==> src/design/mpms_ram.sv <==
module mpms_ram #(
  parameter int Width = 64,
  parameter int Depth = 32
) (
  input  logic                     clk,
  input  logic                     we,
  input  logic [$clog2(Depth)-1:0] waddr,
  input  logic [Width-1:0]         wdata,
  input  logic [$clog2(Depth)-1:0] raddr,
  output logic [Width-1:0]         rdata
);

  logic [Width-1:0] mem [Depth];

  always_ff @(posedge clk) begin
    if (we) begin
      mem[waddr] <= wdata;
    end
    rdata <= mem[raddr];
  end

endmodule

==> config.mk <==
export PLATFORM = sky130hd
export DESIGN_NAME = mpms_ram
export DESIGN_NICKNAME = d
export VERILOG_FILES = /design/src/design/mpms_ram.sv
export SDC_FILE = /design/constraint.sdc
export NUM_CORES = 2
export LEC_CHECK = 0
export BUFFER_PORTS_ARGS = -buffer_cell sky130_fd_sc_hd__buf_2
export CAP_MARGIN = 20
export CORE_UTILIZATION = 50
export CTS_CLUSTER_SIZE = 30
export DETAILED_ROUTE_END_ITERATION = 8
export PLACE_DENSITY = 0.77
export SLEW_MARGIN = 20
export SYNTH_ARGS = -nofsm -noshare
export SYNTH_HDL_FRONTEND = slang
export SYNTH_SLANG_ARGS = --single-unit
==> constraint.sdc <==
create_clock -name clk -period 5.14 [get_ports clk]
set_input_delay 1.028 -clock clk [delete_from_list [all_inputs] [get_ports clk]]
set_output_delay 1.028 -clock clk [all_outputs]
set_load 0.02 [all_outputs]
# --- After elaboration in Yosys (flattened, before gate mapping) ---
# Memories as Yosys holds them, arrays and structs flattened. A register that Yosys moved wholly into a read port is not among the register bits.
# Cells that the tools add are included.
word_totals:
  word_cells: 3
  in_bits: 76
  mem_count: 1
  output_inout_bits: 64
  ramBits: 2048
  ff_bits: 0
classes:
  n_mux: 2
mem_list:
  columns: ["name", "depth", "word_bits", "rd", "rd_clocked_by_memory_dff", "write_ports", "line_no", "source"]
  rows:
  - ["mem", 32, 64, 1, 1, 1, "13", "logic [Width-1:0] mem [Depth];"]
op_table:
  columns: ["op", "count"]
  rows:
  - ["$mux W1", 2]

# --- Longest topological paths before layout ---
depth:
  ltp_word: 2
  depth_mapped: 9
  depth_no_buf: 4

# --- Worst setup path after synthesis ---
# No wires, ideal clock.
synth_path:
  kind: "input to register"
  start: "input port waddr[1]"
  end: "memory mem[12][0], enable pin"
  setup_time_ps: 486
  arrival_ps: 4364
  slack_ps: 290
  path_stages: 3
  required_time_ps: 4654
  cell_sequence: "or3b_2 -> clkbuf_1 -> nor2_1"
synth_rtl:
  columns: ["element", "line_no", "source"]
  rows:
  - ["start, declared", "7", "input logic [$clog2(Depth)-1:0] waddr,"]
  - ["end, declared", "13", null]
# Straight into the memory's write port.

# --- Worst setup path after layout ---
layout_path:
  start: "input port waddr[1]"
  end: "memory mem[0][3], enable pin"
# Straight into the memory's write port.

==> impl_metrics.json <==
{
  "drt_iter0_drc": 5708,
  "grt_pass1_vias": 37769,
  "post_cts_buffers": 0,
  "placed_cell_area_um2": 83100,
  "cp_data_arrival_time_ps": 3340,
  "synth_nets": 3173,
  "avgViaCountPerCell": 6.57,
  "setup-violations-final": 0,
  "design_power_total_mw": 36.3,
  "fin_crit_ps": 2860,
  "worstPathCellList": "buf_2 -> or3b_2 -> nor2_4 -> buf_4",
  "timing.fmax_mhz": 350,
  "dieArea_um2": 160000,
  "synth.distinct_cells": 31,
  "synth_warnings": 0,
  "finalMaxSlewViolations": 0,
  "dr.pass1.iters": 6,
  "antenna_found_initial": 29,
  "hp-class": "in -> reg",
  "slew_headroom_pct": 24.0,
  "die_y_um": 399,
  "rsz0062_at_grt": "false",
  "crit_required_ps": 5620,
  "cts.repair.resized": 0,
  "min-delay-start": "wdata[11]",
  "ys_seq_area_share_pct": 79.5,
  "outcome": "complete, no violations",
  "worst-path-buf-inv": 2,
  "cp_slowest_cell": "nor2_4",
  "initial_core_util_pct": 50.4,
  "critPathMaxStageDelay_ps": 920,
  "track_usage_pct": 25.0,
  "reg2reg_slack_ps": 3190,
  "cts_made_buffers": 201,
  "cts_hold_buf": 0,
  "crit_path_end_kind": "flop",
  "cp_top_family": "simple AND/OR/NAND/NOR gates",
  "area_growth_syn_to_layout_pct": 13.9,
  "grt_max_degree": 91,
  "clockBufferDepth": 3,
  "r2r_end": "rdata[28]$_DFF_P_",
  "drive_gt1_share_pct": 35.4,
  "whs_endpoint": "mem[10][11]$_DFFE_PP_",
  "place_congestion": 0.749,
  "yosys_register_bits": 2112,
  "vias": 36925,
  "r2r_start": "mem[31][28]$_DFFE_PP_",
  "hold_violations": 0,
  "gr-total-overflow": 0,
  "clkLatencyLatePin_ps": 860,
  "r2r_cells": 3,
  "coreArea_um2": 157000,
  "finalNetCount": 3465,
  "cp_max_fo": 18,
  "synthCells": 3097,
  "drc": 0,
  "crit_path_start_kind": "input port",
  "holdPathStages": 1,
  "cts_tree": "built",
  "clockRootBuffer": "clkbuf_16",
  "h-tree-depth": 4,
  "pin_count": 140,
  "drt_wl_total_mm": 198,
  "peakVddDrop_v": 0.000379,
  "fin_skew_ps": 31.9,
  "drv_cap": 0,
  "rows": 145,
  "portBuffers": 139,
  "dp_hpwl_mm": 91.1,
  "synthesis.area_um2": 79000,
  "worst_pin_slew_ps": 1140,
  "wl_per_cell_um": 35.2,
  "finalCritPeriodShare_pct": 55.6,
  "grt_pass1_wl_mm": 278,
  "crit_type": "in -> reg",
  "fin_tns_setup_ps": 0,
  "antenna_left": 0,
  "clkTransAtPathRegs_ps": 60,
  "die_x_um": 399,
  "cts.sinks": 2112,
  "power_density_nw_per_um2": 403,
  "final_cell_area_um2": 89900,
  "syn_area_per_cell_um2": 25.5,
  "leakage_nw": 28.1
}
## layout by cell type, fill, tap and decap left out, drive strengths merged, types with 11 or more instances in the layout
cell type	instances
a221oi	12
clkbuf	250
bufinv	28
dfxtp	64
mux4	602
buf	245
clkinv	78
nor2	41
mux2	74
edfxtp	2048
clkinvlp	11
mux2i	38
## worst max path at each step
stage	cells after the start	slack (ps)	start	end
global route	5	2310	raddr[0]	rdata[53]$_DFF_P_
finish	4	2280	waddr[1]	mem[0][3]$_DFFE_PP_
CTS	4	2370	waddr[1]	mem[0][18]$_DFFE_PP_
global placement	4	1500	waddr[1]	mem[0][2]$_DFFE_PP_
detailed placement	4	1510	waddr[1]	mem[0][1]$_DFFE_PP_
floorplan	3	290	waddr[1]	mem[12][0]$_DFFE_PP_
## registers in the layout, summed over array words and instances (netlist names)
| signal | cells |
|---|---|
| mem | 2048 |
| rdata | 64 |
## Yosys cell counts
| master | count | area (µm²) |
|---|---|---|
| buf_6 | 3 | 33.8 |
| buf_1 | 19 | 71.3 |
| and2_1 | 3 | 18.8 |
| edfxtp_1 | 2048 | 61500 |
| buf_4 | 14 | 105 |
| o2bb2ai_1 | 3 | 26.3 |
| buf_2 | 65 | 325 |
| and2_0 | 1 | 6.26 |
| nand3_1 | 2 | 10.0 |
| o211ai_1 | 3 | 22.5 |
| a22oi_1 | 3 | 22.5 |
| o22ai_1 | 10 | 62.6 |
| nand2_1 | 3 | 11.3 |
| o221ai_1 | 3 | 26.3 |
| nor2b_1 | 4 | 25.0 |
| a221oi_1 | 12 | 105 |
| a211oi_1 | 3 | 22.5 |
| a22o_1 | 1 | 8.76 |
| dfxtp_1 | 64 | 1280 |
| nand3b_1 | 5 | 37.5 |
| inv_2 | 1 | 3.75 |
| mux4_2 | 602 | 13600 |
| or3_1 | 1 | 6.26 |
| o31a_1 | 3 | 26.3 |
| mux2i_1 | 38 | 380 |
| or3b_2 | 2 | 17.5 |
| nor2_1 | 41 | 154 |
| clkbuf_1 | 55 | 206 |
| o21ai_0 | 9 | 45.0 |
| mux2_2 | 74 | 833 |
| nand2b_1 | 2 | 12.5 |
## layer usage
layer | up-vias | track usage, % | wire (µm)
met1 | 19630 | 34.4 | 70900
li1 | 14088 | - | -
met3 | 430 | 5.20 | 23000
met4 | 30 | 7.82 | 6190
met2 | 2747 | 40.4 | 97600
met5 | - | 0 | 178
## metrics by stage
| stage | worst slack (ps) | utilization [%] | hold slack [ps] | cells |
|---|---|---|---|---|
| after global placement | 1500 | 53.1 | 872 | 5244 |
| after floorplan | 290 | - | 722 | 3097 |
| final | 2280 | 57.4 | 660 | 5623 |
| after CTS | 2370 | 57.4 | 598 | 5617 |
| after global routing | 2310 | 57.4 | 629 | 5620 |
| after detailed placement | 1510 | 53.1 | 861 | 5244 |
## logic make-up (layout without fill, tap and decap cells)
kind of cell           after synthesis  count (layout)  share of synthesized area, %
other                                0               6                             0
buffers and inverters              157             619                         0.944
multiplexers                       714             714                          18.7
AO/OA/AOI/OAI                       50              50                         0.466
flip-flops                        2112            2112                          79.5
AND/OR/NAND/NOR                     64              64                         0.379
## power breakdown
group          total (mW)  switching, mW  internal, mW
Combinational        1.73           1.00         0.730
Clock                15.3           6.49          8.79
Sequential           19.3          0.114          19.1
Total                36.3           7.61          28.7
## layout make-up
cell class / count / area [µm²]
inverter: 1 / 3.75
fill: 10472 / 66700
clock inverter: 123 / 1460
multi-input combinational: 828 / 15700
clock buffer: 250 / 5330
timing repair buffer: 245 / 2080
tap: 2058 / 2570
antenna: 6 / 15.0
sequential: 2112 / 62800
Note: power is estimated with default switching activity, not from simulation.
